==> src/rtl/sps_pkg.sv <==
// ----------------------------------------------------------------------------
// sps_pkg
// Shared types and constants for the sorted pair sum finder.
// ----------------------------------------------------------------------------
package sps_pkg;

  localparam int MAX_ITEMS_DEF = 64;   // default data set capacity
  localparam int RESULT_CAP    = 32;   // pairs reported per data set at most
  localparam int DATA_W        = 32;
  localparam int CNT_RES_W     = $clog2(RESULT_CAP + 1);

  typedef enum logic [2:0] {
    ST_LOAD,
    ST_START,
    ST_CHECK,
    ST_CMP,
    ST_FINAL
  } sps_state_t;

endpackage

==> src/rtl/sorted_pair_sum_finder_top.sv <==
// Load: one input beat per cycle; the beat marked last starts the walk.
// Walk: a setup state, then per pointer step a check state (registered read) and a compare
// state (33-bit add and compare), at most count-1 steps, then a last check and the final result.
// The block takes no input beat from the last beat until the final result is registered.
// Results leave through one output register; a stalled result holds the walk.
// Reset (rst_n, synchronous): target 0, store empty, no result pending.
// ----------------------------------------------------------------------------
// sorted_pair_sum_finder_top
// Two-pointer pair search over an ascending data set held in a local memory.
// ----------------------------------------------------------------------------
module sorted_pair_sum_finder_top
  import sps_pkg::*;
#(
  parameter int MAX_ITEMS = MAX_ITEMS_DEF
) (
  input  logic                     clk,
  input  logic                     rst_n,
  input  logic                     cfg_we,
  input  logic signed [DATA_W-1:0] cfg_wdata,
  input  logic                     in_valid,
  output logic                     in_stall,
  input  logic signed [DATA_W-1:0] in_value,
  input  logic                     in_last,
  output logic                     out_valid,
  input  logic                     out_stall,
  output logic                     out_found,
  output logic signed [DATA_W-1:0] out_low_value,
  output logic signed [DATA_W-1:0] out_high_value,
  output logic                     out_overflow,
  output logic                     out_last_result
);

  localparam int AW = (MAX_ITEMS > 1) ? $clog2(MAX_ITEMS) : 1;
  localparam int CW = $clog2(MAX_ITEMS + 1);

  logic [DATA_W-1:0] mem [MAX_ITEMS];
  logic [DATA_W-1:0] rd_lo_r, rd_hi_r;

  sps_state_t state_r, state_nxt;
  logic signed [DATA_W-1:0] target_r;
  logic [CW-1:0]        cnt_r, cnt_nxt;
  logic                 drop_r, drop_nxt;
  logic [AW-1:0]        lo_r, lo_nxt, hi_r, hi_nxt;
  logic [CNT_RES_W-1:0] n_r, n_nxt;
  logic                 pend_v_r, pend_v_nxt;
  logic [DATA_W-1:0]    pend_lo_r, pend_lo_nxt, pend_hi_r, pend_hi_nxt;

  logic                 out_valid_r, out_valid_nxt;
  logic                 out_found_r, out_found_nxt;
  logic [DATA_W-1:0]    out_lo_r, out_lo_nxt, out_hi_r, out_hi_nxt;
  logic                 out_ovf_r, out_ovf_nxt;
  logic                 out_last_r, out_last_nxt;

  logic                 mem_we;
  logic                 in_acc;
  logic                 out_free;
  logic signed [DATA_W:0] sum, tgt;

  assign in_stall = (state_r != ST_LOAD);
  assign in_acc   = in_valid && !in_stall;
  assign out_free = !out_valid_r || !out_stall;
  assign sum = $signed({rd_lo_r[DATA_W-1], rd_lo_r}) + $signed({rd_hi_r[DATA_W-1], rd_hi_r});
  assign tgt = $signed({target_r[DATA_W-1], target_r});

  always_comb begin
    state_nxt     = state_r;
    cnt_nxt       = cnt_r;
    drop_nxt      = drop_r;
    lo_nxt        = lo_r;
    hi_nxt        = hi_r;
    n_nxt         = n_r;
    pend_v_nxt    = pend_v_r;
    pend_lo_nxt   = pend_lo_r;
    pend_hi_nxt   = pend_hi_r;
    out_valid_nxt = out_valid_r && out_stall;
    out_found_nxt = out_found_r;
    out_lo_nxt    = out_lo_r;
    out_hi_nxt    = out_hi_r;
    out_ovf_nxt   = out_ovf_r;
    out_last_nxt  = out_last_r;
    mem_we        = 1'b0;

    case (state_r)
      ST_LOAD: begin
        if (in_acc) begin
          if (cnt_r < CW'(MAX_ITEMS)) begin
            mem_we  = 1'b1;
            cnt_nxt = cnt_r + CW'(1);
          end else begin
            drop_nxt = 1'b1;
          end
          if (in_last) begin
            state_nxt = ST_START;
          end
        end
      end
      ST_START: begin
        lo_nxt     = '0;
        hi_nxt     = (cnt_r == '0) ? '0 : AW'(cnt_r - CW'(1));
        n_nxt      = '0;
        pend_v_nxt = 1'b0;
        state_nxt  = ST_CHECK;
      end
      ST_CHECK: begin
        if (lo_r < hi_r && n_r < CNT_RES_W'(RESULT_CAP)) begin
          state_nxt = ST_CMP;
        end else begin
          state_nxt = ST_FINAL;
        end
      end
      ST_CMP: begin
        if (sum == tgt) begin
          // a new match releases the held one, which is then known not to be last
          if (!pend_v_r || out_free) begin
            if (pend_v_r) begin
              out_valid_nxt = 1'b1;
              out_found_nxt = 1'b1;
              out_lo_nxt    = pend_lo_r;
              out_hi_nxt    = pend_hi_r;
              out_ovf_nxt   = drop_r;
              out_last_nxt  = 1'b0;
            end
            pend_v_nxt  = 1'b1;
            pend_lo_nxt = rd_lo_r;
            pend_hi_nxt = rd_hi_r;
            n_nxt       = n_r + CNT_RES_W'(1);
            lo_nxt      = lo_r + AW'(1);
            hi_nxt      = hi_r - AW'(1);
            state_nxt   = ST_CHECK;
          end
        end else if (sum < tgt) begin
          lo_nxt    = lo_r + AW'(1);
          state_nxt = ST_CHECK;
        end else begin
          hi_nxt    = hi_r - AW'(1);
          state_nxt = ST_CHECK;
        end
      end
      ST_FINAL: begin
        if (out_free) begin
          out_valid_nxt = 1'b1;
          out_found_nxt = pend_v_r;
          out_lo_nxt    = pend_v_r ? pend_lo_r : '0;
          out_hi_nxt    = pend_v_r ? pend_hi_r : '0;
          out_ovf_nxt   = drop_r;
          out_last_nxt  = 1'b1;
          cnt_nxt       = '0;
          drop_nxt      = 1'b0;
          lo_nxt        = '0;
          hi_nxt        = '0;
          pend_v_nxt    = 1'b0;
          state_nxt     = ST_LOAD;
        end
      end
      default: begin
        state_nxt = ST_LOAD;
      end
    endcase
  end

  always_ff @(posedge clk) begin
    if (!rst_n) begin
      state_r     <= ST_LOAD;
      target_r    <= '0;
      cnt_r       <= '0;
      drop_r      <= 1'b0;
      lo_r        <= '0;
      hi_r        <= '0;
      n_r         <= '0;
      pend_v_r    <= 1'b0;
      out_valid_r <= 1'b0;
    end else begin
      state_r     <= state_nxt;
      if (cfg_we) begin
        target_r <= cfg_wdata;
      end
      cnt_r       <= cnt_nxt;
      drop_r      <= drop_nxt;
      lo_r        <= lo_nxt;
      hi_r        <= hi_nxt;
      n_r         <= n_nxt;
      pend_v_r    <= pend_v_nxt;
      out_valid_r <= out_valid_nxt;
    end
  end

  always_ff @(posedge clk) begin
    pend_lo_r  <= pend_lo_nxt;
    pend_hi_r  <= pend_hi_nxt;
    out_found_r <= out_found_nxt;
    out_lo_r   <= out_lo_nxt;
    out_hi_r   <= out_hi_nxt;
    out_ovf_r  <= out_ovf_nxt;
    out_last_r <= out_last_nxt;
  end

  // element store: one write port, two registered read ports
  always_ff @(posedge clk) begin
    if (mem_we) begin
      mem[cnt_r[AW-1:0]] <= in_value;
    end
    rd_lo_r <= mem[lo_r];
    rd_hi_r <= mem[hi_r];
  end

  assign out_valid       = out_valid_r;
  assign out_found       = out_found_r;
  assign out_low_value   = out_lo_r;
  assign out_high_value  = out_hi_r;
  assign out_overflow    = out_ovf_r;
  assign out_last_result = out_last_r;

endmodule

==> config.mk <==
export PLATFORM = sky130hd
export DESIGN_NAME = sorted_pair_sum_finder_top
export DESIGN_NICKNAME = d
export VERILOG_FILES = /design/src/rtl/sps_pkg.sv /design/src/rtl/sorted_pair_sum_finder_top.sv
export SDC_FILE = /design/constraint.sdc
export NUM_CORES = 2
export LEC_CHECK = 0
export BUFFER_PORTS_ARGS = -buffer_cell sky130_fd_sc_hd__buf_2
export CAP_MARGIN = 25
export CORE_MARGIN = 2
export CORE_UTILIZATION = 25
export DETAILED_ROUTE_END_ITERATION = 8
export SLEW_MARGIN = 10
export SYNTH_ARGS = -nofsm -noshare
export SYNTH_HDL_FRONTEND = slang
export SYNTH_SLANG_ARGS = --single-unit
==> constraint.sdc <==
create_clock -name clk -period 22.5 [get_ports clk]
set_input_delay 2.25 -clock clk [delete_from_list [all_inputs] [get_ports clk]]
set_output_delay 2.25 -clock clk [all_outputs]
set_load 0.02 [all_outputs]
==> impl_results.html <==
<table>
<tr><th>Metric</th><th>Value</th></tr>
<tr><th colspan="2">Cells and area</th></tr>
<tr><td>Number of nets in the layout</td><td>5113</td></tr>
<tr><td>Post-layout utilization of the core</td><td>29.0%</td></tr>
<tr><td>Fraction of final layout cells sized beyond drive strength 1</td><td>40.0%</td></tr>
<tr><td>Synth-to-Final Area Change</td><td>15.5%</td></tr>
<tr><td>Fin cells</td><td>10675</td></tr>
<tr><th colspan="2">Synth</th></tr>
<tr><td>Ys async rst share</td><td>0%</td></tr>
<tr><td>Number of synthesized flops with an enable pin</td><td>around 2200</td></tr>
<tr><td>Yosys warning total</td><td>0</td></tr>
<tr><td>Most used DFF post-synth</td><td>sky130_fd_sc_hd__edfxtp_1</td></tr>
<tr><td>Sequential area share after synthesis</td><td>between 60% and 70%</td></tr>
<tr><td>Nets in the synthesized netlist</td><td>between 4000 and 5000</td></tr>
<tr><td>Syn Std Cell Area</td><td>0.104 mm^2</td></tr>
<tr><td>Mean post-synth cell area</td><td>about 22 um^2</td></tr>
<tr><td>Distinct cell type count after synthesis</td><td>59</td></tr>
<tr><td>Synth Register Bits</td><td>around 2300</td></tr>
<tr><td>Synthesized netlist cell count</td><td>4764</td></tr>
<tr><th colspan="2">Floorplan</th></tr>
<tr><td>Width of the die</td><td>650 um</td></tr>
<tr><td>Full die area</td><td>0.423 mm^2</td></tr>
<tr><td>Starting utilization of the core area</td><td>25.1%</td></tr>
<tr><td>Boundary Pins</td><td>139</td></tr>
<tr><td>Height of the chip</td><td>between 600 and 700 um</td></tr>
<tr><td>Number of placement rows</td><td>237</td></tr>
<tr><td>Core area</td><td>0.416 mm^2</td></tr>
<tr><th colspan="2">Timing</th></tr>
<tr><td>Fraction of the cycle the final worst path needs</td><td>about a quarter</td></tr>
<tr><td>Final-report hold violation count</td><td>0</td></tr>
<tr><td>Total Negative Setup Slacks</td><td>0 ns</td></tr>
<tr><td>Hold_ws</td><td>around 0.45 ns</td></tr>
<tr><td>Clock period minus worst slack</td><td>between 6 and 7 ns</td></tr>
<tr><td>Final number of setup-violating endpoints</td><td>0</td></tr>
<tr><td>Worst clock skew</td><td>~0.09 ns</td></tr>
<tr><td>Count of pins over their slew limit</td><td>0</td></tr>
<tr><td>Worst max-slew margin expressed relative to the limit</td><td>24.4%</td></tr>
<tr><td>Transition time of the tightest slew-check pin</td><td>1.13 ns</td></tr>
<tr><td>Setup repair after global routing missed its margin</td><td>no</td></tr>
<tr><td>Slack of the critical path</td><td>about 16 ns</td></tr>
<tr><td>Achievable clock frequency</td><td>roughly 170 MHz</td></tr>
<tr><th colspan="2">GRT</th></tr>
<tr><td>Number of global-route vias before repair</td><td>around 56000</td></tr>
<tr><td>Wire length of the first global-routing pass</td><td>456000 um</td></tr>
<tr><td>All-layer global routing usage</td><td>roughly 15%</td></tr>
<tr><td>Initial antenna violation count</td><td>46</td></tr>
<tr><td>Overall overflow remaining after global route</td><td>0</td></tr>
<tr><td>Pin count of the biggest net entering global routing</td><td>around 130</td></tr>
<tr><th colspan="2">Routing</th></tr>
<tr><td>DRC violation total after the first TritonRoute iteration</td><td>7784</td></tr>
<tr><td>Post-DRT Antenna Nets</td><td>0</td></tr>
<tr><td>Average routed wire per standard cell</td><td>30.7 um</td></tr>
<tr><td>Total via count in the routed design</td><td>55694</td></tr>
<tr><td>Final wirelength</td><td>328000 um</td></tr>
<tr><td>Per-cell via count in the routed design</td><td>5.22</td></tr>
<tr><td>Number of iterations in the first detailed-routing pass</td><td>5</td></tr>
<tr><td>Final routed DRC violation total</td><td>0</td></tr>
<tr><th colspan="2">CTS</th></tr>
<tr><td>Count of clock tree sinks</td><td>2306</td></tr>
<tr><td>Worst-skew pair later-pin latency</td><td>0.92 ns</td></tr>
<tr><td>H-tree level count</td><td>4</td></tr>
<tr><td>Maximum clock insertion buffer count</td><td>4</td></tr>
<tr><td>Post-CTS Hold Buffers</td><td>0</td></tr>
<tr><td>Clock root buffer</td><td>sky130_fd_sc_hd__clkbuf_16</td></tr>
<tr><td>Clock tree from TritonCTS</td><td>yes</td></tr>
<tr><td>Number of CTS-inserted buffers</td><td>~240</td></tr>
<tr><td>Post-CTS setup buffer count</td><td>0</td></tr>
<tr><td>Post-CTS clock slew at the launch and capture registers of the worst setup and hold paths</td><td>0.06 ns</td></tr>
<tr><td>Post-cts sizing count</td><td>0</td></tr>
<tr><th colspan="2">Power</th></tr>
<tr><td>Clock Power Share</td><td>38.0%</td></tr>
<tr><td>Worst-case vdd ir drop</td><td>roughly 0.000067 V</td></tr>
<tr><td>Areal power density over the cells</td><td>approximately 86 mW/mm^2</td></tr>
<tr><td>Internal power component</td><td>7.71 mW</td></tr>
<tr><td>Standby leakage power</td><td>approximately 35 nW</td></tr>
<tr><td>Part of the power in registers</td><td>a little under half</td></tr>
<tr><td>Switching Share</td><td>25.8%</td></tr>
<tr><td>Reported net switching power</td><td>roughly 2.7 mW</td></tr>
<tr><td>Portion of total power attributed to combinational logic</td><td>around 15%</td></tr>
<tr><th colspan="2">Worst setup path</th></tr>
<tr><td>Startpoint type of the worst setup path</td><td>flip-flop</td></tr>
<tr><td>Crit Path Category</td><td>flip-flop to flip-flop</td></tr>
<tr><td>Crit path arrival time</td><td>6.48 ns</td></tr>
<tr><td>Data required time at the worst endpoint</td><td>22.96 ns</td></tr>
<tr><td>Biggest fanout along the worst timing path</td><td>67</td></tr>
<tr><td>Endpoint type of the worst setup path</td><td>flip-flop</td></tr>
<tr><th colspan="2">Place</th></tr>
<tr><td>Placer congestion estimate</td><td>0.844</td></tr>
<tr><td>Port-buffer cells</td><td>138</td></tr>
<tr><td>Number of placed instances, taps included</td><td>10189</td></tr>
<tr><td>Worst slack after detailed placement</td><td>roughly 16 ns</td></tr>
<tr><td>Final HPWL DP</td><td>190000 um</td></tr>
<tr><th colspan="2">Status</th></tr>
<tr><td>Outcome</td><td>completed</td></tr>
<tr><th colspan="2">Flow run</th></tr>
<tr><td>Number of maximum-capacitance constraint violations</td><td>0</td></tr>
<tr><th colspan="2">Worst hold path</th></tr>
<tr><td>Tightest Hold Check Type</td><td>flip-flop to flip-flop</td></tr>
</table>
-- critical path, stage by stage (launching register included) --
cell and delay [ns]:
sky130_fd_sc_hd__dfxtp_1 0.83, sky130_fd_sc_hd__ha_1 0.36, sky130_fd_sc_hd__o21ai_0 0.15, sky130_fd_sc_hd__o211ai_1 0.25, sky130_fd_sc_hd__nand4_1 0.21, sky130_fd_sc_hd__a21boi_0 0.41
sky130_fd_sc_hd__a2bb2oi_1 0.61, sky130_fd_sc_hd__and3_1 0.28, sky130_fd_sc_hd__o41ai_1 0.10, sky130_fd_sc_hd__xnor2_1 0.15, sky130_fd_sc_hd__ha_1 0.31, sky130_fd_sc_hd__nand4_1 0.19
sky130_fd_sc_hd__nor3_1 0.22, sky130_fd_sc_hd__nand4_1 0.22, sky130_fd_sc_hd__and2_1 0.35, sky130_fd_sc_hd__nor3_2 0.19, sky130_fd_sc_hd__buf_4 0.67
-- cells by family (layout without fill, tap and decap cells) --
group | Yosys count | after routing | synth area share (%)
flip-flops | 2306 | 2306 | 65.1
multiplexers | 1391 | 1391 | 29.3
buffers and inverters | 396 | 794 | 1.57
AND/OR/NAND/NOR | 376 | 376 | 1.71
AO/OA/AOI/OAI | 175 | 175 | 1.08
adder cells (fa/ha/maj) | 77 | 77 | 0.929
XOR/XNOR | 43 | 43 | 0.361
other | 0 | 16 | 0
-- layout make-up --
cell class	count	area [um^2]
Clock buffer	326	6550
Sequential cell	2306	68000
Multi-Input combinational cell	2062	35300
Inverter	56	219
Timing Repair Buffer	299	2490
Fill cell	40311	296000
Clock inverter	113	1110
Antenna cell	16	40.0
Tap cell	5497	6880
-- through the flow --
step           power, mW  area, um^2
2_1_floorplan       5.94      104000
3_3_place_gp        6.52      112000
3_5_place_dp        6.53      112000
4_1_cts             10.4      120000
5_1_grt             10.7      121000
6_report            10.4      121000
-- routing by layer --
metal  vias up  share of wire [%]  track usage [%]  wire length [um]
met3       572                 10             3.67             33500
met4        18                3.5             4.96             11400
met1     30589                 39             20.4            129000
li1      21323                  -                -                 -
met5         -              0.034                0               112
met2      3192                 47             23.9            154000
-- cells in the mapped netlist, drive strengths merged, types with 10 or more instances --
library cell | n | area (um^2)
edfxtp | 2179 | 65400
mux4 | 1330 | 30000
clkbuf | 183 | 687
buf | 157 | 738
nor2 | 153 | 574
dfxtp | 127 | 2540
ha | 76 | 951
nor2b | 73 | 457
nand2 | 65 | 244
inv | 55 | 206
a21oi | 49 | 245
mux2i | 47 | 470
o21ai | 37 | 185
xnor2 | 28 | 245
a21o | 23 | 173
nand3 | 19 | 95.1
nor3 | 15 | 75.1
xor2 | 15 | 131
mux2 | 14 | 158
nand4 | 12 | 75.1
a211oi | 11 | 82.6
a31oi | 10 | 68.8
-- cell usage in the layout, fill, tap and decap left out, types with 9 or more instances in the layout --
cell type                    count
sky130_fd_sc_hd__mux2_2         14
sky130_fd_sc_hd__clkbuf_16     242
sky130_fd_sc_hd__a21o_1         23
sky130_fd_sc_hd__clkinvlp_4     11
sky130_fd_sc_hd__buf_2         138
sky130_fd_sc_hd__xnor2_1        28
sky130_fd_sc_hd__nand2_1        65
sky130_fd_sc_hd__ha_1           76
sky130_fd_sc_hd__clkbuf_1       66
sky130_fd_sc_hd__nand3_1        19
sky130_fd_sc_hd__clkinv_1       39
sky130_fd_sc_hd__xor2_1         15
sky130_fd_sc_hd__mux2i_1        47
sky130_fd_sc_hd__nor3_1         14
sky130_fd_sc_hd__diode_2        16
sky130_fd_sc_hd__edfxtp_1     2179
sky130_fd_sc_hd__buf_4         115
sky130_fd_sc_hd__o21ai_0        31
sky130_fd_sc_hd__nand4_1        12
sky130_fd_sc_hd__nor2_4         65
sky130_fd_sc_hd__clkbuf_8       18
sky130_fd_sc_hd__a31oi_1         9
sky130_fd_sc_hd__nor2b_1        73
sky130_fd_sc_hd__a211oi_1       11
sky130_fd_sc_hd__dfxtp_4        10
sky130_fd_sc_hd__clkinv_2       35
sky130_fd_sc_hd__buf_12         37
sky130_fd_sc_hd__nor2_1         88
sky130_fd_sc_hd__bufinv_16      18
sky130_fd_sc_hd__a21oi_1        49
sky130_fd_sc_hd__mux4_2       1330
sky130_fd_sc_hd__inv_1          54
sky130_fd_sc_hd__dfxtp_1       117
-- flip-flops by register name, indices dropped and copies added (netlist names), 3 cells and up --
| signal | flops |
|---|---|
| mem | 2048 |
| out_high_value | 32 |
| out_low_value | 32 |
| pend_hi_r | 32 |
| pend_lo_r | 32 |
| rd_hi_r | 32 |
| rd_lo_r | 32 |
| target_r | 32 |
| cnt_r | 7 |
| hi_r | 6 |
| lo_r | 6 |
| n_r | 6 |
| state_r | 3 |
-- power by group through the flow --
stage / clock network, mW / logic (mW) / registers (mW)
after floorplan: 0 / 1.07 / 4.88
after global placement: 0 / 1.54 / 4.98
after detailed placement: 0 / 1.54 / 4.98
after CTS: 3.99 / 1.55 / 4.89
after global routing: 4.15 / 1.67 / 4.89
final: 3.95 / 1.56 / 4.89
-- worst paths after layout --
check / from / to / slack, ns / cells past startpoint
setup reg to reg: rd_hi_r[2]$_DFF_P_ / out_high_value[8]$_DFFE_PP_ / 16.49 / 16
hold reg to reg: rd_hi_r[29]$_DFF_P_ / pend_hi_r[29]$_DFFE_PP_ / 0.45 / 0
setup / recovery: rd_hi_r[2]$_DFF_P_ / out_high_value[8]$_DFFE_PP_ / 16.49 / 16
hold / removal: rd_hi_r[29]$_DFF_P_ / pend_hi_r[29]$_DFFE_PP_ / 0.45 / 0
Power figures use the tool's default switching activity.
